**src/rtl/lsws_pkg.sv**
```systemverilog
// ----------------------------------------------------------------------------
// LIFO stack with search: shared package
// Sizes, operation and error codes, controller states and the control bundle
// that the top level drives into every stack cell.
// ----------------------------------------------------------------------------
package lsws_pkg;

    localparam int DEPTH      = 128;
    localparam int DATA_WIDTH = 8;
    localparam int CNT_W      = $clog2(DEPTH + 1);
    localparam int SIZE_W     = 8;
    localparam int KIND_W     = 2;
    localparam int ERR_W      = 2;
    localparam int GROUP      = 8;
    localparam int NGROUP     = (DEPTH + GROUP - 1) / GROUP;

    typedef enum logic [KIND_W-1:0] {
        OP_PUSH  = 2'd0,
        OP_POP   = 2'd1,
        OP_CHECK = 2'd2
    } t_op;

    typedef enum logic [ERR_W-1:0] {
        ERR_NONE  = 2'd0,
        ERR_FULL  = 2'd1,
        ERR_EMPTY = 2'd2
    } t_err;

    typedef enum logic [1:0] {
        ST_IDLE,
        ST_REDUCE,
        ST_FINISH
    } t_state;

    typedef struct packed {
        logic                  push;
        logic                  pop;
        logic [DATA_WIDTH-1:0] key;
    } t_cell_ctrl;

endpackage

```
**src/rtl/lsws_if.sv**
```systemverilog
// ----------------------------------------------------------------------------
// LIFO stack with search: channel interfaces
// Request channel carries the operation and value, result channel carries
// the stack status after each operation.
// ----------------------------------------------------------------------------
interface lsws_in_if;
    logic                            valid;
    logic                            ready;
    logic [lsws_pkg::KIND_W-1:0]     kind;
    logic [lsws_pkg::DATA_WIDTH-1:0] value;

    modport source (output valid, output kind, output value, input ready);
    modport sink   (input valid, input kind, input value, output ready);
endinterface

interface lsws_out_if;
    logic                            valid;
    logic                            ready;
    logic [lsws_pkg::DATA_WIDTH-1:0] top_value;
    logic                            top_valid;
    logic                            found;
    logic [lsws_pkg::SIZE_W-1:0]     size;
    logic                            is_empty;
    logic [lsws_pkg::ERR_W-1:0]      error;

    modport source (output valid, output top_value, output top_valid, output found,
                    output size, output is_empty, output error, input ready);
    modport sink   (input valid, input top_value, input top_valid, input found,
                    input size, input is_empty, input error, output ready);
endinterface

```
**src/rtl/lsws_cell.sv**
```systemverilog
// ----------------------------------------------------------------------------
// LIFO stack with search: stack cell
// Holds one entry, shifts toward the bottom on a push and toward the top on
// a pop, and registers whether its entry matches the search key.
// ----------------------------------------------------------------------------
module lsws_cell (
    input  logic                            i_clk,
    input  lsws_pkg::t_cell_ctrl            i_ctrl,
    input  logic [lsws_pkg::DATA_WIDTH-1:0] i_from_up,
    input  logic [lsws_pkg::DATA_WIDTH-1:0] i_from_down,
    input  logic                            i_held,
    output logic [lsws_pkg::DATA_WIDTH-1:0] o_data,
    output logic                            o_match
);
    import lsws_pkg::*;

    logic [DATA_WIDTH-1:0] r_data;
    logic                  r_match;

    always_ff @(posedge i_clk) begin
        if (i_ctrl.push) begin
            r_data <= i_from_up;
        end else if (i_ctrl.pop) begin
            r_data <= i_from_down;
        end
        r_match <= i_held && (r_data == i_ctrl.key);
    end

    assign o_data  = r_data;
    assign o_match = r_match;

endmodule

```
**src/rtl/lsws_or_tree.sv**
```systemverilog
// ----------------------------------------------------------------------------
// LIFO stack with search: match reduction
// Registers the OR of each group of cell match flags; the final OR over the
// group registers is left to the consumer's output register.
// ----------------------------------------------------------------------------
module lsws_or_tree (
    input  logic                       i_clk,
    input  logic [lsws_pkg::DEPTH-1:0] i_bits,
    output logic                       o_any
);
    import lsws_pkg::*;

    logic [NGROUP-1:0] r_group;
    logic [NGROUP-1:0] n_group;

    always_comb begin
        for (int g = 0; g < NGROUP; g++) begin
            n_group[g] = 1'b0;
            for (int b = 0; b < GROUP; b++) begin
                if (g * GROUP + b < DEPTH) begin
                    n_group[g] = n_group[g] | i_bits[g * GROUP + b];
                end
            end
        end
    end

    always_ff @(posedge i_clk) begin
        r_group <= n_group;
    end

    assign o_any = |r_group;

endmodule

```
**src/rtl/lifo_stack_with_search_unit.sv**
```systemverilog
// ----------------------------------------------------------------------------
// LIFO stack with search: top level
// Shift-register stack built from a row of cells, top entry in cell zero,
// with a registered membership search over all held entries.
// ----------------------------------------------------------------------------
// Channel   Direction  Contents
// i_in      request    kind (push, pop, check), value
// o_out     result     top_value, top_valid, found, size, is_empty, error
//
// A new push, pop or no-op request is taken every cycle while idle and unstalled.
// A check goes through cell compare, group reduction and final OR, in order.
// Reset clears the fill count and the controller; entries are never cleared.
// The result register holds a finished transaction while the next is taken,
// as long as it is being accepted downstream in the same cycle.
// ----------------------------------------------------------------------------
module lifo_stack_with_search_unit (
    input  logic        i_clk,
    input  logic        i_rst_n,
    lsws_in_if.sink     i_in,
    lsws_out_if.source  o_out
);
    import lsws_pkg::*;

    t_state                r_state;
    t_state                n_state;
    logic [CNT_W-1:0]      r_count;
    logic [CNT_W-1:0]      n_count;

    logic                  r_out_valid;
    logic [DATA_WIDTH-1:0] r_top;
    logic                  r_found;
    logic [CNT_W-1:0]      r_size;
    t_err                  r_err;

    logic [DATA_WIDTH-1:0] n_top;
    logic                  n_found;
    t_err                  n_err;
    logic                  w_load;
    logic                  w_accept;
    logic                  w_any;
    logic [DATA_WIDTH-1:0] w_top_now;
    t_cell_ctrl            w_ctrl;

    logic [DATA_WIDTH-1:0] w_data [DEPTH];
    logic [DEPTH-1:0]      w_match;
    logic [DEPTH-1:0]      w_held;

    for (genvar i = 0; i < DEPTH; i++) begin : g_cell
        logic [DATA_WIDTH-1:0] w_up;
        logic [DATA_WIDTH-1:0] w_down;

        if (i == 0) begin : g_first
            assign w_up = i_in.value;
        end else begin : g_mid_up
            assign w_up = w_data[i-1];
        end

        if (i == DEPTH - 1) begin : g_last
            assign w_down = '0;
        end else begin : g_mid_down
            assign w_down = w_data[i+1];
        end

        assign w_held[i] = CNT_W'(i) < r_count;

        lsws_cell u_cell (
            .i_clk       (i_clk),
            .i_ctrl      (w_ctrl),
            .i_from_up   (w_up),
            .i_from_down (w_down),
            .i_held      (w_held[i]),
            .o_data      (w_data[i]),
            .o_match     (w_match[i])
        );
    end

    lsws_or_tree u_or_tree (
        .i_clk  (i_clk),
        .i_bits (w_match),
        .o_any  (w_any)
    );

    assign i_in.ready = (r_state == ST_IDLE) && (!r_out_valid || o_out.ready);
    assign w_accept   = i_in.valid && i_in.ready;
    assign w_top_now  = (r_count != '0) ? w_data[0] : '0;

    always_comb begin
        n_state     = r_state;
        n_count     = r_count;
        n_top       = w_top_now;
        n_found     = 1'b0;
        n_err       = ERR_NONE;
        w_load      = 1'b0;
        w_ctrl.push = 1'b0;
        w_ctrl.pop  = 1'b0;
        w_ctrl.key  = i_in.value;

        unique case (r_state)
            ST_IDLE: begin
                if (w_accept) begin
                    unique case (i_in.kind)
                        OP_PUSH: begin
                            w_load = 1'b1;
                            if (r_count >= CNT_W'(DEPTH)) begin
                                n_err = ERR_FULL;
                            end else begin
                                w_ctrl.push = 1'b1;
                                n_count     = r_count + CNT_W'(1);
                                n_top       = i_in.value;
                            end
                        end
                        OP_POP: begin
                            w_load = 1'b1;
                            if (r_count == '0) begin
                                n_err = ERR_EMPTY;
                            end else begin
                                w_ctrl.pop = 1'b1;
                                n_count    = r_count - CNT_W'(1);
                                n_top      = (r_count > CNT_W'(1)) ? w_data[1] : '0;
                            end
                        end
                        OP_CHECK: begin
                            n_state = ST_REDUCE;
                        end
                        default: begin
                            w_load = 1'b1;
                        end
                    endcase
                end
            end
            ST_REDUCE: begin
                n_state = ST_FINISH;
            end
            ST_FINISH: begin
                w_load  = 1'b1;
                n_found = w_any;
                n_state = ST_IDLE;
            end
            default: begin
                n_state = ST_IDLE;
            end
        endcase
    end

    always_ff @(posedge i_clk) begin
        if (!i_rst_n) begin
            r_state     <= ST_IDLE;
            r_count     <= '0;
            r_out_valid <= 1'b0;
        end else begin
            r_state <= n_state;
            r_count <= n_count;
            if (w_load) begin
                r_out_valid <= 1'b1;
            end else if (o_out.ready) begin
                r_out_valid <= 1'b0;
            end
        end
    end

    always_ff @(posedge i_clk) begin
        if (w_load) begin
            r_top   <= n_top;
            r_found <= n_found;
            r_size  <= n_count;
            r_err   <= n_err;
        end
    end

    assign o_out.valid     = r_out_valid;
    assign o_out.top_value = r_top;
    assign o_out.top_valid = (r_size != '0);
    assign o_out.found     = r_found;
    assign o_out.size      = SIZE_W'(r_size);
    assign o_out.is_empty  = (r_size == '0);
    assign o_out.error     = r_err;

    a_count_range: assert property (@(posedge i_clk) disable iff (!i_rst_n)
        r_count <= CNT_W'(DEPTH))
        else $error("Fill count exceeds the stack depth.");

    a_check_latency: assert property (@(posedge i_clk) disable iff (!i_rst_n)
        (w_accept && (i_in.kind == OP_CHECK)) |-> ##2 (w_load && r_state == ST_FINISH))
        else $error("Check transaction did not finish after the reduction.");

    a_push_count: assert property (@(posedge i_clk) disable iff (!i_rst_n)
        (w_accept && (i_in.kind == OP_PUSH) && (r_count < CNT_W'(DEPTH)))
        |=> (r_count == $past(r_count) + CNT_W'(1)))
        else $error("Accepted push did not raise the fill count.");

    a_pop_refused: assert property (@(posedge i_clk) disable iff (!i_rst_n)
        (w_accept && (i_in.kind == OP_POP) && (r_count == '0))
        |=> (r_count == '0 && r_err == ERR_EMPTY && r_out_valid))
        else $error("Pop on an empty stack was not refused.");

endmodule

```
**src/flat_wrapper.sv**
```systemverilog
// flat-port wrapper written by rule: the top's interface ports become plain ports
module lifo_stack_with_search_unit_flat import lsws_pkg::*;
  (i_clk, i_rst_n, i_in_valid, i_in_kind, i_in_value, i_in_ready, o_out_valid, o_out_top_value, o_out_top_valid, o_out_found, o_out_size, o_out_is_empty, o_out_error, o_out_ready);
  lsws_in_if i_in_i ();
  lsws_out_if o_out_i ();
  input  logic i_clk;
  input  logic i_rst_n;
  input wire logic [$bits(i_in_i.valid)-1:0] i_in_valid;
  input wire logic [$bits(i_in_i.kind)-1:0] i_in_kind;
  input wire logic [$bits(i_in_i.value)-1:0] i_in_value;
  output wire logic [$bits(i_in_i.ready)-1:0] i_in_ready;
  output wire logic [$bits(o_out_i.valid)-1:0] o_out_valid;
  output wire logic [$bits(o_out_i.top_value)-1:0] o_out_top_value;
  output wire logic [$bits(o_out_i.top_valid)-1:0] o_out_top_valid;
  output wire logic [$bits(o_out_i.found)-1:0] o_out_found;
  output wire logic [$bits(o_out_i.size)-1:0] o_out_size;
  output wire logic [$bits(o_out_i.is_empty)-1:0] o_out_is_empty;
  output wire logic [$bits(o_out_i.error)-1:0] o_out_error;
  input wire logic [$bits(o_out_i.ready)-1:0] o_out_ready;
  assign i_in_i.valid = i_in_valid;
  assign i_in_i.kind = i_in_kind;
  assign i_in_i.value = i_in_value;
  assign i_in_ready = i_in_i.ready;
  assign o_out_valid = o_out_i.valid;
  assign o_out_top_value = o_out_i.top_value;
  assign o_out_top_valid = o_out_i.top_valid;
  assign o_out_found = o_out_i.found;
  assign o_out_size = o_out_i.size;
  assign o_out_is_empty = o_out_i.is_empty;
  assign o_out_error = o_out_i.error;
  assign o_out_i.ready = o_out_ready;
  lifo_stack_with_search_unit u_core (.i_clk(i_clk), .i_rst_n(i_rst_n), .i_in(i_in_i), .o_out(o_out_i));
endmodule
```
**config.mk**
```make
export PLATFORM = sky130hd
export DESIGN_NAME = lifo_stack_with_search_unit_flat
export DESIGN_NICKNAME = d
export VERILOG_FILES = /design/src/rtl/lsws_pkg.sv /design/src/rtl/lsws_if.sv /design/src/rtl/lsws_cell.sv /design/src/rtl/lsws_or_tree.sv /design/src/rtl/lifo_stack_with_search_unit.sv /design/src/flat_wrapper.sv
export SDC_FILE = /design/constraint.sdc
export NUM_CORES = 2
export LEC_CHECK = 0
export BUFFER_PORTS_ARGS = -buffer_cell sky130_fd_sc_hd__buf_2
export CORE_MARGIN = 5
export CORE_UTILIZATION = 33
export DETAILED_ROUTE_END_ITERATION = 16
export GPL_TIMING_DRIVEN = 0
export SYNTH_ARGS = -nofsm -noshare
export SYNTH_HDL_FRONTEND = slang
export SYNTH_HIERARCHICAL = 1
export SYNTH_SLANG_ARGS = --single-unit
```
**constraint.sdc**
```tcl
create_clock -name i_clk -period 8.94 [get_ports i_clk]
set_input_delay 0.894 -clock i_clk [delete_from_list [all_inputs] [get_ports i_clk]]
set_output_delay 0.894 -clock i_clk [all_outputs]
set_load 0.01 [all_outputs]
```
==> impl_results.md <==
* Status: finished, violations left
* Failing checks: max-capacitance violations
* Layout cells sized above 1 at 33.0%
* Pint at 9.92 mW
* Max Cap Viol at 1
* Vias per cell at a little under 5
* Number of post-CTS setup repair buffers at 0
* CP Launch Type: flop
* Sequential power share at 48.9%
* # H-tree levels at 4
* Most common library cells after synthesis: edfxtp_1 (1043), xnor2_1 (1025), mux2_4 (1024), nand2_1 (185), dfxtp_1 (155)
* Hold EP: u_core/u_or_tree/r_group[10]
* Synth top area share at 47.2%
* WP data required at 9400 ps
* Drt wl/cell at ~21 um
* CP arrival at 4720 ps
* Layout Nets at 4638
* Crit end category: flop
* Crit-path max FO at 10
* Hold-fix buffers, CTS at 0
* DRT antenna net count at 0
* Dpl cells at 7136
* Async SR Flop Fraction at 0%
* Worst Skew at 18.8 ps
* Xor-xnor portion of the synthesized cell area at 13.5%
* Row count at approximately 160
* Initial antenna violation count at 2
* Final period util at 47.7%
* Post-route insts no fill at 7388
* Top_reg_cell synth: edfxtp_1
* Simple-gate share of the synthesized area at 7.52%
* Endpoints failing setup at 0
* Detailed placer's ending HPWL at 111000 um
* Io pins at 37
* Synth Warn # at 6
* DRC at 0
* Setup TNS at 0 ps
* Tmin final at around 4300 ps
* Post-synth EDFFs at 1043
* Switching part of the total at 22.6%
* Adder-cell area share of the yosys netlist at 0.0754%
* First-pass GRT wire length at about 230000 um
* Worst r2r path cells at 8
* Slowest stage delay, CP at 1130 ps
* Max-slew violation count at 0
* Total CTS buffers at around 140
* Unrepaired setup endpoints after global routing: false
* DRT Pass-1 Iters at 5
* CTS tree: built
* Post-cts resize count at 0
* Largest family of logic cells by synthesized area: multiplexers
* DRT iter0 DRCs at 2312
* Horiz. Die Dim at 459 um
* Leakage at 23.8 nW
* Crit path kind: reg2reg
* Maximum clock insertion buffer count at 3
* Power per cell area at 171 nW/um^2
* Clock transition at path regs at roughly 60 ps
* Vias in the first global route at 37428
* Area leader, netlist: edfxtp_1
* Fmax at 0.235 GHz
* Vias after detailed routing at ~36000
* Most common cell in the synthesized netlist: edfxtp_1
* Finished Cell Area at 75000 sq um
* Clock sink count at 1198
* Final setup margin at 4680 ps
* Placer's final routability congestion estimate at 0.759
* Post-Syn Area at between 60000 and 70000 sq um
* Core box area at 200000 sq um
* Syn_area_per_cell at between 15 and 20 sq um
* FF-to-FF setup slack at 4680 ps
* Compound-Gate Fraction of Synth Area at 1.41%
* Top cells by area, synth: edfxtp_1 (47%), mux2_4 (23%), xnor2_1 (14%), dfxtp_1 (4.7%), buf_6 (2.2%)
* Placed Instance Area at 70600 sq um
* Port bufs at 35
* Post-Synthesis Cells at 4413
* Slew margin rel. at less than 1%
* Vert. Die Dim at 459 um
* Global route overflow at 0
* Post-synthesis sequential element count at about 1200
* Initial Utilization at 33.2%
* Drt total wl at between 150000 and 200000 um
* Hold depth at 2
* Number of fill cells at about 19000
* Slowest cell on crit path: clkbuf_1
* Worst-Margin Slew at 1490 ps
* Clock root buffer: clkbuf_16
* Sequential fraction of the synthesis area at about half
* Reg2reg end: u_core/o_out.size[5]
* Final Hold Fails at 0
* Post-placement setup slack at about 4800 ps
* Min-Delay Startpoint: u_core/g_cell[85].u_cell/o_match
* Most used cell, CP: clkbuf_1
* Clock Latency Late Sink at 750 ps
* P&R area growth vs syn at 12.9%
* Clock power frac at 42.5%
* GRT Resource Usage Total at 14.4%
* CP Cell Sequence: clkbuf_1, inv_1, ha_1, nor3b_2, clkbuf_1, a21boi_0, nand4_1, nand3_1
* FF-to-FF Start: u_core/r_count[1]
* Worst vdd ir at ~160 uV
* Post-synthesis mux area share at 23.2%
* NetSw at 2.90 mW
* Class of the worst hold path: reg2reg
* Pin count of the biggest net entering global routing at 80
* Synth cell types at 51
* Total die area at 210000 sq um
* Comb pwr share at under 10%
-- worst max-delay path, delay by kind of cell (launching register included) --
family          cells  cell delay, ps
buf+inv             3            1840
compound gates      1             260
fa+ha+maj           1             620
flops               1             340
simple gates        3             900
-- metrics by stage --
step	hold slack (ps)	util, %	total power, mW
after detailed placement	408	35.3	7.49
final	419	37.5	12.8
after floorplan	388	-	7.16
after global placement	404	35.0	7.54
after global routing	407	37.5	13.3
after CTS	339	37.5	13.0
-- routing by layer --
metal  wire length, um  global-route usage, %  share of wire (%)  vias to the layer above
li1                  -                      -                  -                    16681
met1             72900                   19.7                 47                    18122
met2             72700                   23.5                 47                      640
met3              6110                   2.28                3.9                      209
met4              3920                   4.37                2.5                        0
met5                 0                      0                  0                        -
-- area by class of cell --
| cell class | instances | area, sq um | share of cell area [%] |
|---|---|---|---|
| sequential | 1198 | 34400 | 45.9 |
| multi-input combinational | 3042 | 30400 | 40.6 |
| clock buffer | 211 | 4080 | 5.43 |
| tap | 2656 | 3320 | 4.43 |
| buffer | 167 | 1610 | 2.15 |
| timing repair buffer | 60 | 830 | 1.11 |
| clock inverter | 38 | 262 | 0.349 |
| inverter | 13 | 48.8 | 0.0651 |
| antenna | 3 | 7.51 | 0.0100 |
-- how the worst max path moves through the flow --
stage                            from                                   to  slack (ps)  cells after the start
finish              u_core/r_count[1]                 u_core/o_out.size[5]        4680                      8
global route        u_core/r_count[1]                 u_core/o_out.size[1]        4650                      8
CTS                 u_core/r_count[1]                 u_core/o_out.size[5]        4730                      8
detailed placement  u_core/r_count[1]                 u_core/o_out.size[5]        4750                      8
global placement         i_in_kind[0]  u_core/g_cell[111].u_cell/o_data[1]       -2920                      7
floorplan                i_in_kind[0]    u_core/g_cell[0].u_cell/o_data[0]        1300                      6
-- sequential cells by signal (all words and copies together) (netlist names), 2 cells and up --
name	flops
u_core/g_cell.u_cell/o_data	1024
u_core/g_cell.u_cell/o_match	128
u_core/u_or_tree/r_group	16
u_core/o_out.size	8
u_core/o_out.top_value	8
u_core/r_count	8
u_core/o_out.error	2
u_core/r_state	2
-- power groups by stage --
stage	Sequential, mW	Clock [mW]	Combinational, mW
2_1_floorplan	6.36	0	0.808
3_3_place_gp	6.39	0	1.15
3_5_place_dp	6.39	0	1.10
4_1_cts	6.27	5.61	1.11
5_1_grt	6.28	5.82	1.18
6_report	6.27	5.45	1.10
-- kinds of logic (layout without fill, tap and decap cells) --
group / count (synthesis) / in the layout
buffers and inverters: 180 / 489
xor gates and xnor gates: 1025 / 1025
muxes: 1024 / 1024
AOI/OAI and AO/OA: 156 / 156
other: 1 / 11
and+or+nand+nor: 825 / 825
adders and majority gates: 4 / 4
DFF: 1198 / 1198
-- cells in the final DEF, fill, tap and decap left out, types with 15 or more instances in the layout --
| master | synthesis | layout |
|---|---|---|
| a21oi_1 | 67 | 65 |
| buf_16 | 0 | 17 |
| buf_2 | 1 | 28 |
| buf_6 | 130 | 133 |
| clkbuf_1 | 35 | 78 |
| clkbuf_16 | 0 | 144 |
| clkbuf_8 | 0 | 22 |
| clkinv_2 | 0 | 24 |
| dfxtp_1 | 155 | 155 |
| edfxtp_1 | 1043 | 1043 |
| mux2_4 | 1024 | 1024 |
| nand2_1 | 185 | 185 |
| nand3_1 | 140 | 140 |
| nand4_1 | 134 | 134 |
| nor2_1 | 17 | 15 |
| nor3_2 | 128 | 132 |
| nor4_1 | 39 | 39 |
| o21ai_0 | 33 | 32 |
| or2_1 | 129 | 129 |
| xnor2_1 | 1025 | 1025 |
Note: power is estimated with default switching activity, not from simulation.
